## config.mk

```make
export PLATFORM = sky130hd
export DESIGN_NAME = prup_out_fifo
export DESIGN_NICKNAME = d
export VERILOG_FILES = /design/src/hdl/prup_pkg.sv /design/src/hdl/prup_out_fifo.sv
export SDC_FILE = /design/constraint.sdc
export NUM_CORES = 1
export LEC_CHECK = 0
export BUFFER_PORTS_ARGS = -buffer_cell sky130_fd_sc_hd__buf_2
export CORE_ASPECT_RATIO = 0.9
export CORE_MARGIN = 1
export CORE_UTILIZATION = 49
export CTS_CLUSTER_SIZE = 24
export DETAILED_ROUTE_END_ITERATION = 8
export GPL_TIMING_DRIVEN = 0
export MAX_ROUTING_LAYER = met4
export PLACE_DENSITY = 0.74
export SKIP_CTS_REPAIR_TIMING = 1
export SLEW_MARGIN = 20
export SYNTH_ARGS = -nofsm -noshare
export SYNTH_HDL_FRONTEND = slang
export SYNTH_SLANG_ARGS = --single-unit
```

## constraint.sdc

```tcl
create_clock -name clk -period 2.69 [get_ports clk]
set_input_delay 0.1345 -clock clk [delete_from_list [all_inputs] [get_ports clk]]
set_output_delay 0.1345 -clock clk [all_outputs]
set_load 0.05 [all_outputs]
```

## src/hdl/prup_pkg.sv

```systemverilog
`timescale 1ns / 1ps

package prup_pkg;

  // Input command codes
  localparam logic CMD_LOAD    = 1'b0;
  localparam logic CMD_REQUEST = 1'b1;

  // Configuration register indexes
  localparam logic [1:0] REG_SCALE     = 2'd0;
  localparam logic [1:0] REG_ROW_WIDTH = 2'd1;
  localparam logic [1:0] REG_ROW_COUNT = 2'd2;

  localparam int CFG_AW = 2;
  localparam int CFG_DW = 13;
  localparam int PIX_W  = 24;

  typedef struct packed {
    logic row_end;
    logic frame_end;
  } res_flags_t;

  typedef struct packed {
    logic [7:0] red;
    logic [7:0] green;
    logic [7:0] blue;
    res_flags_t flags;
  } pix_item_t;

  // Zero maps to one, anything above the limit maps to the limit
  function automatic logic [31:0] clamp_limit(input logic [31:0] v, input logic [31:0] lim);
    logic [31:0] r;
    if (v == 32'd0) begin
      r = 32'd1;
    end else if (v > lim) begin
      r = lim;
    end else begin
      r = v;
    end
    return r;
  endfunction

endpackage

```

## src/hdl/prup_out_fifo.sv

```systemverilog
`timescale 1ns / 1ps

module prup_out_fifo (
  input  logic                clk,
  input  logic                rst_n,
  input  logic                push,
  input  prup_pkg::pix_item_t push_data,
  input  logic                pop,
  output logic                head_vld,
  output prup_pkg::pix_item_t head,
  output logic [1:0]          count
);

  localparam int DEPTH = 3;

  prup_pkg::pix_item_t ent [DEPTH];
  logic [1:0] wr_ptr_r, wr_ptr_nxt;
  logic [1:0] rd_ptr_r, rd_ptr_nxt;
  logic [1:0] count_r, count_nxt;
  logic       do_pop;

  assign do_pop = pop && (count_r != 2'd0);

  always_comb begin
    wr_ptr_nxt = wr_ptr_r;
    rd_ptr_nxt = rd_ptr_r;
    count_nxt  = count_r;
    if (push) begin
      wr_ptr_nxt = (wr_ptr_r == 2'(DEPTH - 1)) ? 2'd0 : wr_ptr_r + 2'd1;
    end
    if (do_pop) begin
      rd_ptr_nxt = (rd_ptr_r == 2'(DEPTH - 1)) ? 2'd0 : rd_ptr_r + 2'd1;
    end
    if (push && !do_pop) begin
      count_nxt = count_r + 2'd1;
    end else if (!push && do_pop) begin
      count_nxt = count_r - 2'd1;
    end
  end

  always_ff @(posedge clk) begin
    if (!rst_n) begin
      wr_ptr_r <= '0;
      rd_ptr_r <= '0;
      count_r  <= '0;
    end else begin
      wr_ptr_r <= wr_ptr_nxt;
      rd_ptr_r <= rd_ptr_nxt;
      count_r  <= count_nxt;
    end
  end

  always_ff @(posedge clk) begin
    if (push) begin
      ent[wr_ptr_r] <= push_data;
    end
  end

  assign head_vld = (count_r != 2'd0);
  assign head     = ent[rd_ptr_r];
  assign count    = count_r;

endmodule

```

==> key figures <==
Outcome
  • Status: completed

Drt
  • Met2 wire len: 2720 um
  • Drt pass-1 iters: 4
  • Via/cell ratio: 4.84
  • Met3 WL: 207 um
  • DRC Markers: 0
  • DR top layer: met4
  • Routed vias: 1862
  • M1 WL: 2630 um
  • Remaining antenna violation count: 0
  • Routed WL per cell: 14.7 um
  • Iter 0 DRT Violations: 139
  • Post-Route WL: 5660 um

Layout
  • Fin util: 66.3%
  • Area grow syn2layout: 28.8%
  • Final net count: 324
  • Fraction of layout cells with a size suffix above 1: 28.2%
  • Antenna diodes: 0

Pwr
  • Pwr Density: 863 nW/um2
  • VDD IR-drop max: between 0.3 and 0.4 mV
  • Leakage: 0.00145 uW
  • Total power: roughly 3600 uW

Yosys
  • Predominant post-synthesis flop cell: edfxtp_1
  • Post-Syn Instances: 197
  • Yosys top cell by area: edfxtp_1
  • Avg Synthesized Cell Area: 16.2 um2
  • Asr flop ratio synth: 0%
  • Cell Area, Synth: 3200 um2
  • Sequential area share after synthesis: 78.2%
  • Syn nets: 228
  • Synth Warn #: 0
  • EDFF count, synth: 78
  • Synth cell types: 22
  • Top cells by area, synth: edfxtp_1 (73%), mux2i_1 (8.1%), dfxtp_1 (5.0%)
  • Count of state elements after synthesis: 86
  • Area share of the largest cell type after synthesis: 73.2%

STA
  • Pins Over Slew Limit: 0
  • Hold slack: 0.626 ps
  • Max frequency: 526 MHz
  • Setup violators final: 0
  • Final Hold Viols: 0
  • Clock Skew: 7.45 ps
  • Slew @ Worst Pin: 800 ps
  • Total Neg Setup Slack: 0 ps
  • Minimum clock period: 1900 ps
  • Worst rel slew slack: between 40% and 50%
  • Post-route clock period utilization: a little over two thirds
  • RSZ-0062 raised after global routing: no

Setup path
  • Crit path buf inv count: 3
  • Worst R2R End: ent[0][16]
  • CP top delay family: buffers and inverters
  • RR Startpoint: wr_ptr_r[1]
  • Critical path endpoint category: output port
  • Critical path type: reg2out
  • CP startpoint kind: register
  • Largest fanout on the critical path: 10
  • CP max stage delay: 440 ps
  • CP max-delay cell: clkbuf_1
  • Critical path's most frequent cell: buf_2
  • Worst endpoint data arrival time: 1770 ps
  • Cells on worst reg2reg path: 2
  • Cells along the critical path: buf_2 > clkbuf_1 > nand2_1 > o21ai_1 > buf_2
  • R2r setup slk: 1020 ps
  • CP required: 2560 ps

GRT
  • Largest net degree at the start of global routing: 20
  • Global route overflow: 0
  • First-pass GRT wire length: 8630 um
  • GRT Overall Usage: 18.2%
  • Vias in the first global route: 1773
  • Initial antenna violation count: 0

Min path
  • HP Class: in2reg
  • Worst Hold End: ent[2][7]
  • Hold Path Stages: 1
  • HP Start: push_data[7]

CTS
  • CTS Buf Count: 9
  • Clock root buffer master: clkbuf_8
  • Worst-Skew Late Latency: 340 ps
  • Number of H-tree levels: 3
  • Clock transition at path regs: 80 ps
  • Longest Clk Path Bufs: 2
  • CTS tree: yes
  • CTS Sinks: 86

Floorplanning
  • Core Area: 6220 um2
  • Die Y-Extent: between 70 and 80 um
  • Chip Width: 87.2 um
  • IO Count: 59
  • Rows: 27
  • Die footprint: 6860 um2
  • Starting density of the core: 51.5%

Place
  • Dpl hpwl: 3610 um
  • # port buffers: 58
  • Routability cong.: 0.672

Job
  • # Max-Cap Violations: 0
[cell usage after synthesis, drive strengths merged (2+ instances only)]
| master | number |
|---|---|
| clkbuf | 5 |
| nand2 | 30 |
| or3 | 2 |
| o21a | 2 |
| dfxtp | 8 |
| nor2b | 2 |
| mux2i | 26 |
| nor2 | 2 |
| buf | 4 |
| o21ai | 28 |
| edfxtp | 78 |
| a21boi | 3 |
[final cells by class]
| cell class | count | area [um2] |
|---|---|---|
| flip-flops and latches | 86 | 2500 |
| well taps | 87 | 109 |
| clock inverters | 7 | 65.1 |
| multi-input cells | 102 | 672 |
| repair buffers | 85 | 597 |
| fillers | 471 | 2100 |
| plain buffers | 9 | 51.3 |
| clock buffers | 9 | 124 |
[layout by cell type (no fill, tap or decap), drive strengths merged]
cell type,Yosys,routed
clkinvlp,0,1
bufinv,0,1
o21ai,28,28
or3,2,2
edfxtp,78,78
buf,4,65
or3b,1,1
or2,1,1
clkbuf,5,14
and2,1,1
ha,1,1
nand2,30,30
a21boi,3,3
nor2b,2,2
nor3b,1,1
clkinv,0,5
o21a,2,2
mux2i,26,26
dfxtp,8,8
xor2,1,1
nor2,2,2
dlygate4sd3,0,24
xnor2,1,1
[stage by stage]
stage,cell area [um2],cells,setup slack [ps]
floorplan,3200,197,722
global placement,3600,342,-50.9
detailed placement,3690,345,985
CTS,3880,361,749
global route,4120,385,633
finish,4120,385,787
[where the power goes]
group	switching (uW)	total, uW	internal (uW)
Combinational	801	1130	325
Sequential	41.5	1580	1540
Clock	422	844	422
[sequential cells by signal (all words and copies together) (netlist names), named ones only]
register,cells
count,2
ent,78
rd_ptr_r,2
wr_ptr_r,2
[how the worst max path moves through the flow]
stage | from | end | cells past startpoint | slack [ps]
3_3_place_gp | wr_ptr_r[0] | ent[1][18] | 2 | -50
5_1_grt | register | head[7] | 5 | 630
2_1_floorplan | wr_ptr_r[0] | ent[1][0] | 2 | 720
4_1_cts | register | head[10] | 5 | 750
6_report | register | head[4] | 5 | 790
3_5_place_dp | wr_ptr_r[1] | ent[0][18] | 2 | 990
[cells by family after synthesis]
logic type	Yosys count	share of synthesized area, %
AND/OR/NAND/NOR	40	5.44
AO/OA/AOI/OAI	33	5.67
adder cells (fa/ha/maj)	1	0.391
multiplexers	26	8.13
XOR/XNOR	2	0.548
flip-flops	86	78.2
buffers and inverters	9	1.60
[layer usage]
layer / track usage (%) / vias to the layer above
li1: - / 926
met1: 23.0 / 883
met2: 28.1 / 44
met3: 3.68 / 9
met4: 9.34 / 0
met5: - / -
Power figures use the tool's default switching activity.
