$ cat src/hdl/prup_pkg.sv
`timescale 1ns / 1ps

package prup_pkg;

  // Input command codes
  localparam logic CMD_LOAD    = 1'b0;
  localparam logic CMD_REQUEST = 1'b1;

  // Configuration register indexes
  localparam logic [1:0] REG_SCALE     = 2'd0;
  localparam logic [1:0] REG_ROW_WIDTH = 2'd1;
  localparam logic [1:0] REG_ROW_COUNT = 2'd2;

  localparam int CFG_AW = 2;
  localparam int CFG_DW = 13;
  localparam int PIX_W  = 24;

  typedef struct packed {
    logic row_end;
    logic frame_end;
  } res_flags_t;

  typedef struct packed {
    logic [7:0] red;
    logic [7:0] green;
    logic [7:0] blue;
    res_flags_t flags;
  } pix_item_t;

  // Zero maps to one, anything above the limit maps to the limit
  function automatic logic [31:0] clamp_limit(input logic [31:0] v, input logic [31:0] lim);
    logic [31:0] r;
    if (v == 32'd0) begin
      r = 32'd1;
    end else if (v > lim) begin
      r = lim;
    end else begin
      r = v;
    end
    return r;
  endfunction

endpackage

$ cat src/hdl/prup_seq.sv
`timescale 1ns / 1ps

module prup_seq #(
  parameter int MAX_WIDTH  = 4096,
  parameter int MAX_SCALE  = 99,
  parameter int MAX_HEIGHT = 4096
) (
  input  logic                         clk,
  input  logic                         rst_n,
  input  logic                         in_fire,
  input  logic                         in_cmd,
  input  logic [$clog2(MAX_SCALE+1)-1:0]  scale,
  input  logic [$clog2(MAX_WIDTH+1)-1:0]  width,
  input  logic [$clog2(MAX_HEIGHT+1)-1:0] height,
  output logic                         wr_en,
  output logic [((MAX_WIDTH > 1) ? $clog2(MAX_WIDTH) : 1)-1:0] wr_addr,
  output logic                         rd_en,
  output logic [((MAX_WIDTH > 1) ? $clog2(MAX_WIDTH) : 1)-1:0] rd_addr,
  output logic                         rd_vld,
  output prup_pkg::res_flags_t         rd_flags
);

  localparam int AW = (MAX_WIDTH > 1) ? $clog2(MAX_WIDTH) : 1;
  localparam int WW = $clog2(MAX_WIDTH + 1);
  localparam int SW = $clog2(MAX_SCALE + 1);
  localparam int HW = $clog2(MAX_HEIGHT + 1);

  logic [AW-1:0] load_col_r, load_col_nxt;
  logic [AW-1:0] out_col_r, out_col_nxt;
  logic          row_loaded_r, row_loaded_nxt;
  logic [SW-1:0] copy_r, copy_nxt;
  logic [SW-1:0] rep_r, rep_nxt;
  logic [HW-1:0] row_r, row_nxt;
  logic          rd_vld_r;
  prup_pkg::res_flags_t flags_r, flags_nxt;

  logic do_load, do_req;
  logic lc_last, copy_last, col_last, rep_last, row_last;

  // "reached or passed" compares, so a shrunk limit finishes the step at once
  assign lc_last   = (WW'(load_col_r) + WW'(1)) >= width;
  assign col_last  = (WW'(out_col_r) + WW'(1)) >= width;
  assign copy_last = (copy_r + SW'(1)) >= scale;
  assign rep_last  = (rep_r + SW'(1)) >= scale;
  assign row_last  = (row_r + HW'(1)) >= height;

  assign do_load = in_fire && (in_cmd == prup_pkg::CMD_LOAD) && !row_loaded_r;
  assign do_req  = in_fire && (in_cmd == prup_pkg::CMD_REQUEST) && row_loaded_r;

  always_comb begin
    load_col_nxt   = load_col_r;
    out_col_nxt    = out_col_r;
    row_loaded_nxt = row_loaded_r;
    copy_nxt       = copy_r;
    rep_nxt        = rep_r;
    row_nxt        = row_r;
    flags_nxt      = '0;

    if (do_load) begin
      if (lc_last) begin
        load_col_nxt   = '0;
        row_loaded_nxt = 1'b1;
      end else begin
        load_col_nxt = load_col_r + AW'(1);
      end
    end

    if (do_req) begin
      if (copy_last) begin
        copy_nxt = '0;
        if (col_last) begin
          out_col_nxt       = '0;
          flags_nxt.row_end = 1'b1;
          if (rep_last) begin
            rep_nxt        = '0;
            row_loaded_nxt = 1'b0;
            if (row_last) begin
              row_nxt             = '0;
              flags_nxt.frame_end = 1'b1;
            end else begin
              row_nxt = row_r + HW'(1);
            end
          end else begin
            rep_nxt = rep_r + SW'(1);
          end
        end else begin
          out_col_nxt = out_col_r + AW'(1);
        end
      end else begin
        copy_nxt = copy_r + SW'(1);
      end
    end
  end

  always_ff @(posedge clk) begin
    if (!rst_n) begin
      load_col_r   <= '0;
      out_col_r    <= '0;
      row_loaded_r <= 1'b0;
      copy_r       <= '0;
      rep_r        <= '0;
      row_r        <= '0;
      rd_vld_r     <= 1'b0;
    end else begin
      load_col_r   <= load_col_nxt;
      out_col_r    <= out_col_nxt;
      row_loaded_r <= row_loaded_nxt;
      copy_r       <= copy_nxt;
      rep_r        <= rep_nxt;
      row_r        <= row_nxt;
      rd_vld_r     <= do_req;
    end
  end

  // flags travel alongside the buffer read
  always_ff @(posedge clk) begin
    if (do_req) begin
      flags_r <= flags_nxt;
    end
  end

  assign wr_en    = do_load;
  assign wr_addr  = load_col_r;
  assign rd_en    = do_req;
  assign rd_addr  = out_col_r;
  assign rd_vld   = rd_vld_r;
  assign rd_flags = flags_r;

endmodule

$ cat config.mk
export PLATFORM = sky130hd
export DESIGN_NAME = prup_seq
export DESIGN_NICKNAME = d
export VERILOG_FILES = /design/src/hdl/prup_pkg.sv /design/src/hdl/prup_seq.sv
export SDC_FILE = /design/constraint.sdc
export NUM_CORES = 1
export LEC_CHECK = 0
export BUFFER_PORTS_ARGS = -buffer_cell sky130_fd_sc_hd__buf_4
export CAP_MARGIN = 20
export CELL_PAD_IN_SITES_DETAIL_PLACEMENT = 1
export CELL_PAD_IN_SITES_GLOBAL_PLACEMENT = 1
export CORE_MARGIN = 2
export CORE_UTILIZATION = 40
export CTS_CLUSTER_SIZE = 14
export DETAILED_ROUTE_END_ITERATION = 10
export GPL_ROUTABILITY_DRIVEN = 0
export PLACE_DENSITY = 0.79
export SLEW_MARGIN = 10
export SYNTH_ARGS = -nofsm -noshare
export SYNTH_HDL_FRONTEND = slang
export SYNTH_SLANG_ARGS = --single-unit
$ cat constraint.sdc
create_clock -name clk -period 3 [get_ports clk]
set_clock_uncertainty 0.05 [all_clocks]
set_input_delay 0.15 -clock clk [delete_from_list [all_inputs] [get_ports clk]]
set_output_delay 0.15 -clock clk [all_outputs]
set_load 0.005 [all_outputs]
==> flow_summary.json, run 1 <==
{
  "synth_top_area_share_pct": 25.10,
  "drc_errors": 0,
  "grt.met3_usage_pct": 2.979,
  "fmax_mhz": 344.9,
  "syn_nets": 618,
  "start_kind": "flip-flop",
  "hold_depth": 2,
  "power_density_nw_per_um2": 256.8,
  "clk_pin_slew_ns": 0.11,
  "met2_usage_pct": 38.72,
  "synth-seq-cells": 55,
  "fp.dieH_um": 106.8,
  "synth_area_leader_cell": "dfxtp_1",
  "met1_usage_pct": 27.79,
  "cts_tree": "done",
  "nets": 708,
  "core_um2": 10280,
  "ant_nets": 0,
  "irDropWorstVdd_v": 0.0001716,
  "die_w_um": 106.8,
  "grt_pass1_vias": 4230,
  "status": "finished, final reports clean",
  "cp_data_required_time_ns": 3.16,
  "drv_slew": 0,
  "setup_tns_ns": 0,
  "grt-ovfl-total": 0,
  "antenna_found_initial": 0,
  "avgViaCountPerCell": 5.522,
  "postSynthCellCount": 522,
  "hpwl_um": 9531,
  "synth_area_leaders": "dfxtp_1, ha_1, xnor2_1",
  "syn_avg_cell_area_um2": 8.097,
  "path_buf_inv": 1,
  "grt_pass1_wl_um": 20410,
  "slowest_stage": "dfxtp_1",
  "ys.warnings.count": 0,
  "syn_area_um2": 4227,
  "period_needed_ns": 2.899,
  "synth_seq_area_share_pct": 26.52,
  "min_path_type": "in -> reg",
  "holdPathEnd": "row_loaded_r",
  "worst_path_dominant_cell_family": "simple AND/OR/NAND/NOR gates",
  "floorplan.initialDensity_pct": 41.12,
  "clock_path_buffers": 2,
  "grt_use_total_pct": 21.77,
  "wirelength_um": 12630,
  "rows": 37,
  "max_slew_margin_pct": 64.33,
  "die_area_um2": 11400,
  "crit_chain": "ha_2 > nand3_1 > or2_2 > xnor2_1 > ha_1 > nand2_1 > o21ai_1 > a21oi_2 > nor4_1 > buf_4 > o211ai_1 > a32o_1",
  "grt_start_max_net_pins": 31,
  "end_kind": "flip-flop",
  "critPathMaxStageDelay_ns": 0.37,
  "arrival_ns": 3.06,
  "hold_viol": 0,
  "crit_start": "copy_r[0]",
  "cts_buffers": 5,
  "synth_edf_count": 2,
  "tightest_slew_ns": 0.5336,
  "ctsHtreeMaxLevel": 2,
  "ff2ff_setup_slack_ns": 0.10,
  "synth_ff_type": "dfxtp_1",
  "rr_startpoint": "copy_r[0]",
  "synthToLayoutAreaGrowth_pct": 26.88,
  "setup-violations-final": 0,
  "drive_gt1_share_pct": 24.96,
  "diodes": 0,
  "firstDrtPassIters": 4,
  "cap_viol_max_count": 0,
  "whs_ns": 0.1331,
  "io_buffers": 65,
  "wl_per_cell_um": 16.86,
  "crit_fanout": 11,
  "io_pins": 66,
  "hold_start": "rst_n",
  "clk_latency_ns": 0.32,
  "synth_cell_types": 52,
  "cts.sink_count": 55,
  "synthArstFlopShare_pct": 0,
  "vias": 4136,
  "busiest_layer": "met2",
  "cts-root-buf": "clkbuf_8",
  "final.period_utilization_pct": 96.64,
  "fin_util_pct": 52.18,
  "p_leak_nw": 2.497,
  "worstRegToRegCells": 12,
  "worst_r2r_endpoint": "row_r[8]",
  "path_class": "reg -> reg",
  "initialDrtViolationCount": 105
}
## registers in the layout, summed over array words and instances, names as in the netlist
register / flops
row_r: 13
row_loaded_r: 1
wr_addr: 12
rep_r: 7
rd_vld: 1
rd_addr: 12
rd_flags: 2
copy_r: 7
## per-layer routing
metal  vias up  wire (um)  share of wire (%)
met4         0        152                1.2
li1       2041          -                  -
met5         -          0                  0
met2        85       6370                 50
met1      1996       5620                 44
met3        14        487                3.9
## synth_stat cells (3+ instances only)
| cell | count |
|---|---|
| inv_1 | 34 |
| o211ai_1 | 4 |
| nand2b_1 | 3 |
| or3_1 | 5 |
| clkbuf_1 | 9 |
| o31ai_1 | 7 |
| nand4_1 | 16 |
| or2_2 | 3 |
| buf_2 | 10 |
| and3_1 | 11 |
| a21o_1 | 11 |
| dfxtp_1 | 53 |
| a21oi_1 | 39 |
| o21ai_1 | 5 |
| o2bb2ai_1 | 4 |
| xor2_1 | 20 |
| and4_1 | 3 |
| nor3_1 | 5 |
| o21ai_0 | 7 |
| o22ai_1 | 3 |
| nor2_1 | 39 |
| nand3_1 | 42 |
| a32o_1 | 3 |
| nor4_1 | 3 |
| a211oi_1 | 4 |
| nor2b_1 | 3 |
| xnor2_1 | 36 |
| a2111oi_0 | 4 |
| nand2_1 | 50 |
| ha_1 | 59 |
## what timing repair did
item,4_1_cts,5_1_grt
hold buffers,0,0
pin swaps,0,9
gates cloned,0,1
setup endpoints to repair,8,46
resized for setup,3,41
setup buffers,0,7
## cells in the final DEF, fill, tap and decap left out, drive strengths merged, types with 2 or more instances in the layout
cell type,instances
a21o,11
edfxtp,2
nor4,3
ha,59
o31ai,8
a21oi,41
a2111oi,4
and2,2
a32o,3
clkbuf,7
and3,11
o21ai,12
o22ai,3
inv,34
or3,5
nor3,5
xor2,20
nor2b,3
xnor2,36
nor2,39
and4,3
a211oi,5
nand4,16
nand3,43
o2bb2ai,4
or2,4
dfxtp,53
buf,106
o211ai,4
nand2,50
a31oi,2
nand2b,3
## power breakdown
group,internal [W],switching (W)
registers,0.000735,0.00000371
clock network,0.000251,0.000251
logic,0.0000643,0.0000727
## kinds of logic after synthesis
group | share of synthesized area [%]
DFF | 26.52
buffers and inverters | 5.802
adders and majority gates | 17.47
xor gates and xnor gates | 11.60
and+or+nand+nor | 21.88
AOI/OAI and AO/OA | 16.73
## area by class of cell
| class | instances | area, um2 |
|---|---|---|
| Tap cell | 136 | 170.2 |
| Fill cell | 1260 | 4915 |
| Clock inverter | 1 | 30.03 |
| Clock buffer | 7 | 76.32 |
| Timing Repair Buffer | 106 | 809.5 |
| Inverter | 35 | 131.4 |
| Sequential cell | 55 | 1131 |
| Multi-Input combinational cell | 409 | 3014 |
## through the flow
stage / power (W) / cells / worst slack (ns) / instance area (um2)
after floorplan: 0.0008209 / 522 / 0.2697 / 4227
after global placement: 0.0008798 / 733 / 0.02075 / 5031
after detailed placement: 0.0008885 / 733 / -0.06743 / 5031
after CTS: 0.001390 / 741 / 0.02903 / 5144
after global routing: 0.001429 / 749 / -0.04504 / 5363
final: 0.001377 / 749 / 0.1009 / 5363
## how the worst max path moves through the flow
stage | end | slack (ns) | cells past startpoint
floorplan | row_r[2] | 0.27 | 12
global placement | row_r[3] | 0.02 | 11
detailed placement | row_r[3] | -0.07 | 12
CTS | row_r[3] | 0.03 | 12
global route | rep_r[3] | -0.05 | 13
finish | row_r[8] | 0.10 | 12
Note: power is estimated with default switching activity, not from simulation.
==> run 2: changes to the inputs <==
--- a/config.mk
+++ b/config.mk
@@ -5,6 +5,7 @@
 export SDC_FILE = /design/constraint.sdc
 export NUM_CORES = 1
 export LEC_CHECK = 0
+export ABC_AREA = 1
 export BUFFER_PORTS_ARGS = -buffer_cell sky130_fd_sc_hd__buf_4
 export CAP_MARGIN = 20
 export CELL_PAD_IN_SITES_DETAIL_PLACEMENT = 1
@@ -14,8 +15,8 @@
 export CTS_CLUSTER_SIZE = 14
 export DETAILED_ROUTE_END_ITERATION = 10
 export GPL_ROUTABILITY_DRIVEN = 0
-export PLACE_DENSITY = 0.79
-export SLEW_MARGIN = 10
+export PLACE_DENSITY = 0.82
+export SLEW_MARGIN = 20
 export SYNTH_ARGS = -nofsm -noshare
 export SYNTH_HDL_FRONTEND = slang
 export SYNTH_SLANG_ARGS = --single-unit
==> flow_summary.json, run 2 <==
{
  "status": "finished, final reports clean",
  "synth_area_leaders": "dfxtp_1, ha_1, nand2_1",
  "ant_nets": 0,
  "synth_ff_type": "dfxtp_1",
  "ff2ff_setup_slack_ns": 0.26,
  "rows": 38,
  "p_leak_nw": 2.822,
  "final.period_utilization_pct": 91.46,
  "worstRegToRegCells": 12,
  "ctsHtreeMaxLevel": 2,
  "synth_seq_area_share_pct": 24.89,
  "tightest_slew_ns": 0.3322,
  "period_needed_ns": 2.744,
  "grt_start_max_net_pins": 25,
  "path_class": "reg -> reg",
  "clk_latency_ns": 0.30,
  "syn_avg_cell_area_um2": 6.595,
  "cap_viol_max_count": 0,
  "max_slew_margin_pct": 77.62,
  "synthTopCellsByCount": "nand2_1, inv_1, nor2_1",
  "final_cell_mix": "nand2_1, inv_1, nor2_1",
  "postSynthCellCount": 683,
  "io_buffers": 65,
  "avgViaCountPerCell": 5.010,
  "synth_top_area_share_pct": 23.56,
  "cp-endpoint": "rd_flags[0]",
  "hold_viol": 0,
  "drc_errors": 0,
  "rr_startpoint": "row_r[1]",
  "fp.dieH_um": 110.1,
  "yosysMostFrequentCell": "nand2_1",
  "ctsHoldBuffers": 0,
  "nets": 849,
  "end_kind": "flip-flop",
  "synthArstFlopShare_pct": 0,
  "cts_buffers": 5,
  "crit_start": "row_r[1]",
  "mostFrequentLayoutCell": "nand2_1",
  "hold_start": "in_cmd",
  "start_kind": "flip-flop",
  "setup_tns_ns": 0,
  "syn_area_um2": 4504,
  "io_pins": 66,
  "initialDrtViolationCount": 139,
  "ys.warnings.count": 0,
  "die_w_um": 110.1,
  "fin_util_pct": 48.66,
  "grt_pass1_vias": 4727,
  "irDropWorstVdd_v": 0.0002518,
  "fmax_mhz": 364.4,
  "cts.sink_count": 55,
  "synth-seq-cells": 55,
  "core_um2": 10940,
  "cts_tree": "done",
  "crit_fanout": 9,
  "antenna_found_initial": 0,
  "rsz0062_at_grt": "no",
  "drive_gt1_share_pct": 13.40,
  "clock_path_buffers": 2,
  "wl_per_cell_um": 13.99,
  "synthToLayoutAreaGrowth_pct": 18.14,
  "power_density_nw_per_um2": 280.7,
  "min_path_type": "in -> reg",
  "grt-ovfl-total": 0,
  "diodes": 0,
  "largest_reg_flops": 13,
  "worst_r2r_endpoint": "rd_flags[0]",
  "setup-violations-final": 0,
  "clk_pin_slew_ns": 0.07,
  "drv_slew": 0,
  "hpwl_um": 10390,
  "grt_pass1_wl_um": 21020,
  "synth_edf_count": 2,
  "synth_area_leader_cell": "dfxtp_1",
  "synth_cell_types": 35,
  "vias": 4479,
  "syn_nets": 779,
  "arrival_ns": 2.75,
  "cp_data_required_time_ns": 3.01,
  "largest_register": "row_r",
  "wirelength_um": 12510,
  "die_area_um2": 12130,
  "cts-root-buf": "clkbuf_16",
  "grt_use_total_pct": 21.78,
  "firstDrtPassIters": 4,
  "floorplan.initialDensity_pct": 41.19
}
==> run 2: cell types whose count changed after synthesis, moves of 6 or more <==
cell      before  now
a21o_1        11    2
and3_1        11    1
buf_2         10    4
clkbuf_1       9    1
inv_1         34  119
nand2_1       50  173
nand3_1       42   25
nand3b_1       0    6
nor2_1        39   91
o21ai_0        7   25
o31ai_1        7    0
xnor2_1       36    6
==> run 2: worst min-delay path by stage <==
stage,slack (ns),cells after the start,to
after floorplan,0.24,2,wr_addr[11]
after global routing,0.19,3,row_r[8]
after detailed placement,0.44,2,rep_r[6]
after global placement,0.42,2,rep_r[5]
final,0.16,3,rd_vld
after CTS,0.16,3,rd_vld
==> run 2: where the power goes <==
| part | internal [W] | switching (W) | total (W) | leakage, nW |
|---|---|---|---|---|
| combinational | 0.0000750 | 0.0000907 | 0.000166 | 2.31 |
| clock | 0.000310 | 0.000276 | 0.000586 | 0.0679 |
| sequential | 0.000737 | 0.00000512 | 0.000742 | 0.446 |
==> run 2: kinds of logic after synthesis <==
family,count (synthesis),synth area share [%]
AND/OR/NAND/NOR,335,32.44
adder cells (fa/ha/maj),59,16.39
AO/OA/AOI/OAI,73,8.833
XOR/XNOR,31,6.028
flip-flops,55,24.89
buffers and inverters,130,11.42
==> run 2: cell type report <==
cell class,instances,area (um2)
clock buffers,7,132.6
clock inverters,1,5.005
fillers,1517,5614
inverters,122,457.9
multi-input cells,498,2895
flip-flops and latches,55,1122
well taps,140,175.2
repair buffers,71,533.0
==> run 2: stage by stage <==
stage	power (W)	cells	instance area, um2	setup WS, ns	hold WS [ns]
finish	0.001493	894	5321	0.2561	0.1615
detailed placement	0.0009265	885	5149	0.03380	0.4359
global placement	0.0009154	885	5149	0.07975	0.4222
global route	0.001553	894	5321	0.006562	0.1854
floorplan	0.0008493	683	4504	0.4910	0.2384
CTS	0.001516	893	5286	0.01049	0.1574
==> run 2: critical path: stages (launching register included) <==
cell	delay, ns
dfxtp_1	0.39
ha_1	0.21
nand2_1	0.11
nor2_4	0.16
nand2_1	0.10
o21ai_1	0.14
nand2_1	0.11
ha_1	0.33
a21oi_1	0.18
o21bai_1	0.12
a21oi_4	0.24
nand3_4	0.16
and3_1	0.21
==> run 2: what timing repair did <==
action                     in CTS  in global routing
setup buffers                   0                  1
resized for setup               0                 10
setup endpoints to repair       0                 23
==> run 2: metal layers <==
metal  part of all wire [%]  up-vias  wire (um)  GRT usage, %
li1                       -     2291          -             -
met1                     43     2096       5437         24.92
met2                     51       75       6380         41.32
met3                    3.7       17        467         3.586
met4                    1.8        0        222         6.161
met5                      0        -          0             0
==> run 3: changes to the inputs <==
--- a/config.mk
+++ b/config.mk
@@ -10,6 +10,7 @@
 export CAP_MARGIN = 20
 export CELL_PAD_IN_SITES_DETAIL_PLACEMENT = 1
 export CELL_PAD_IN_SITES_GLOBAL_PLACEMENT = 1
+export CORE_ASPECT_RATIO = 1.1
 export CORE_MARGIN = 2
 export CORE_UTILIZATION = 40
 export CTS_CLUSTER_SIZE = 14
==> flow_summary.json, run 3 (synthesized netlist as in run 2, its figures left out) <==
{
  "max_slew_margin_pct": 75.31,
  "firstDrtPassIters": 4,
  "fp.dieH_um": 115.3,
  "worstSetupPathDepth": 12,
  "whs_ns": 0.1666,
  "fin_total_pwr_w": 0.001515,
  "synthToLayoutAreaGrowth_pct": 19.53,
  "grt_start_max_net_pins": 25,
  "largest_reg_flops": 13,
  "die_w_um": 105.2,
  "critPathMaxStageDelay_ns": 0.40,
  "floorplan.initialDensity_pct": 41.10,
  "grt-ovfl-total": 0,
  "grt_use_total_pct": 20.74,
  "rows": 40,
  "antenna_found_initial": 0,
  "ctsHoldBuffers": 0,
  "cp-endpoint": "rd_flags[0]",
  "start_kind": "flip-flop",
  "mostFrequentLayoutCell": "nand2_1",
  "slowest_stage": "dfxtp_1",
  "worst_path_dominant_cell_family": "simple AND/OR/NAND/NOR gates",
  "core_um2": 10960,
  "die_area_um2": 12130,
  "diodes": 0,
  "ctsHtreeMaxLevel": 2,
  "drv_slew": 0,
  "cts_setup_buffers": 0,
  "cts-root-buf": "clkbuf_16",
  "final.period_utilization_pct": 93.00,
  "io_pins": 66,
  "cts.sink_count": 55,
  "clk_pin_slew_ns": 0.08,
  "grt_pass1_wl_um": 20620,
  "final_cell_mix": "nand2_1, inv_1, nor2_1",
  "end_kind": "flip-flop",
  "ff2ff_setup_slack_ns": 0.21,
  "cts_tree": "done",
  "nets": 852,
  "min_path_type": "in -> reg",
  "cp_data_required_time_ns": 3.02,
  "path_buf_inv": 1,
  "initialDrtViolationCount": 90,
  "cts_buffers": 5,
  "clk_latency_ns": 0.30,
  "vias": 4475,
  "arrival_ns": 2.81,
  "period_needed_ns": 2.790,
  "drc_errors": 0,
  "n_fill_cell": 1501,
  "rr_startpoint": "row_r[0]",
  "ant_nets": 0,
  "grt_pass1_vias": 4587,
  "crit_chain": "ha_1 > nand2_1 > nor2_4 > nand3_1 > xor2_1 > inv_1 > ha_1 > a21oi_1 > o21ai_0 > a21oi_4 > nand3_4 > and3_1",
  "clock_path_buffers": 2,
  "fmax_mhz": 358.4,
  "worstRegToRegCells": 12,
  "cap_viol_max_count": 0,
  "wl_per_cell_um": 13.68,
  "crit_fanout": 9,
  "hpwl_um": 10060,
  "hold_viol": 0,
  "largest_register": "row_r",
  "cpMostUsedCell": "ha_1",
  "io_buffers": 65,
  "cts_resized": 0,
  "status": "finished, final reports clean",
  "irDropWorstVdd_v": 0.0002086,
  "avgViaCountPerCell": 4.950,
  "setup-violations-final": 0,
  "worst_r2r_endpoint": "rd_flags[0]",
  "wirelength_um": 12370,
  "crit_start": "row_r[0]",
  "power_density_nw_per_um2": 281.3,
  "path_class": "reg -> reg",
  "drive_gt1_share_pct": 14.13,
  "p_leak_nw": 2.822,
  "tightest_slew_ns": 0.3665
}
run 3: per-layer routing:
metal / track usage [%] / part of all wire [%] / up-vias / routed length [um]
met3: 2.721 / 2.6 / 14 / 323
met1: 22.52 / 41 / 2103 / 5030
li1: - / - / 2300 / -
met2: 41.59 / 55 / 58 / 6838
met5: 0 / 0 / - / 0
met4: 5.956 / 1.4 / 0 / 177
run 3: area by class of cell:
type,instances,area (um2),share of cell area (%)
clock buffers,5,125.1,2.324
flip-flops and latches,55,1124,20.87
well taps,147,183.9,3.416
clock inverters,3,23.77,0.4416
multi-input cells,500,2929,54.40
inverters,122,457.9,8.506
repair buffers,72,540.5,10.04
run 3: where the power goes:
part | total (W) | switching, W | internal (W)
Sequential | 0.000741 | 0.00000394 | 0.000737
Clock | 0.000605 | 0.000291 | 0.000315
Combinational | 0.000169 | 0.0000922 | 0.0000764
run 3: worst min-delay path by stage:
stage	endpoint	cells past startpoint	from	slack, ns
2_1_floorplan	wr_addr[11]	2	rst_n	0.24
3_3_place_gp	rep_r[6]	2	rep_r[6]	0.42
3_5_place_dp	rep_r[5]	2	rep_r[5]	0.43
4_1_cts	row_r[1]	3	rst_n	0.16
5_1_grt	row_r[1]	3	rst_n	0.19
6_report	row_r[1]	3	rst_n	0.17
run 3: worst register-to-register path: stages (launching register included):
cell	delay [ns]
dfxtp_1	0.40
ha_1	0.20
nand2_1	0.11
nor2_4	0.16
nand3_1	0.11
xor2_1	0.19
inv_1	0.07
ha_1	0.33
a21oi_1	0.17
o21ai_0	0.15
a21oi_4	0.23
nand3_4	0.16
and3_1	0.21
run 3: through the flow:
stage	area (um2)	setup TNS [ns]	setup WS (ns)	util (%)	cells
floorplan	4504	0	0.4910	-	683
global placement	5172	0	0.2667	47.19	894
detailed placement	5172	0	0.07878	47.19	894
CTS	5321	0	0.04474	48.55	902
global route	5384	-0.01110	-0.006080	49.12	904
finish	5384	0	0.2099	49.12	904
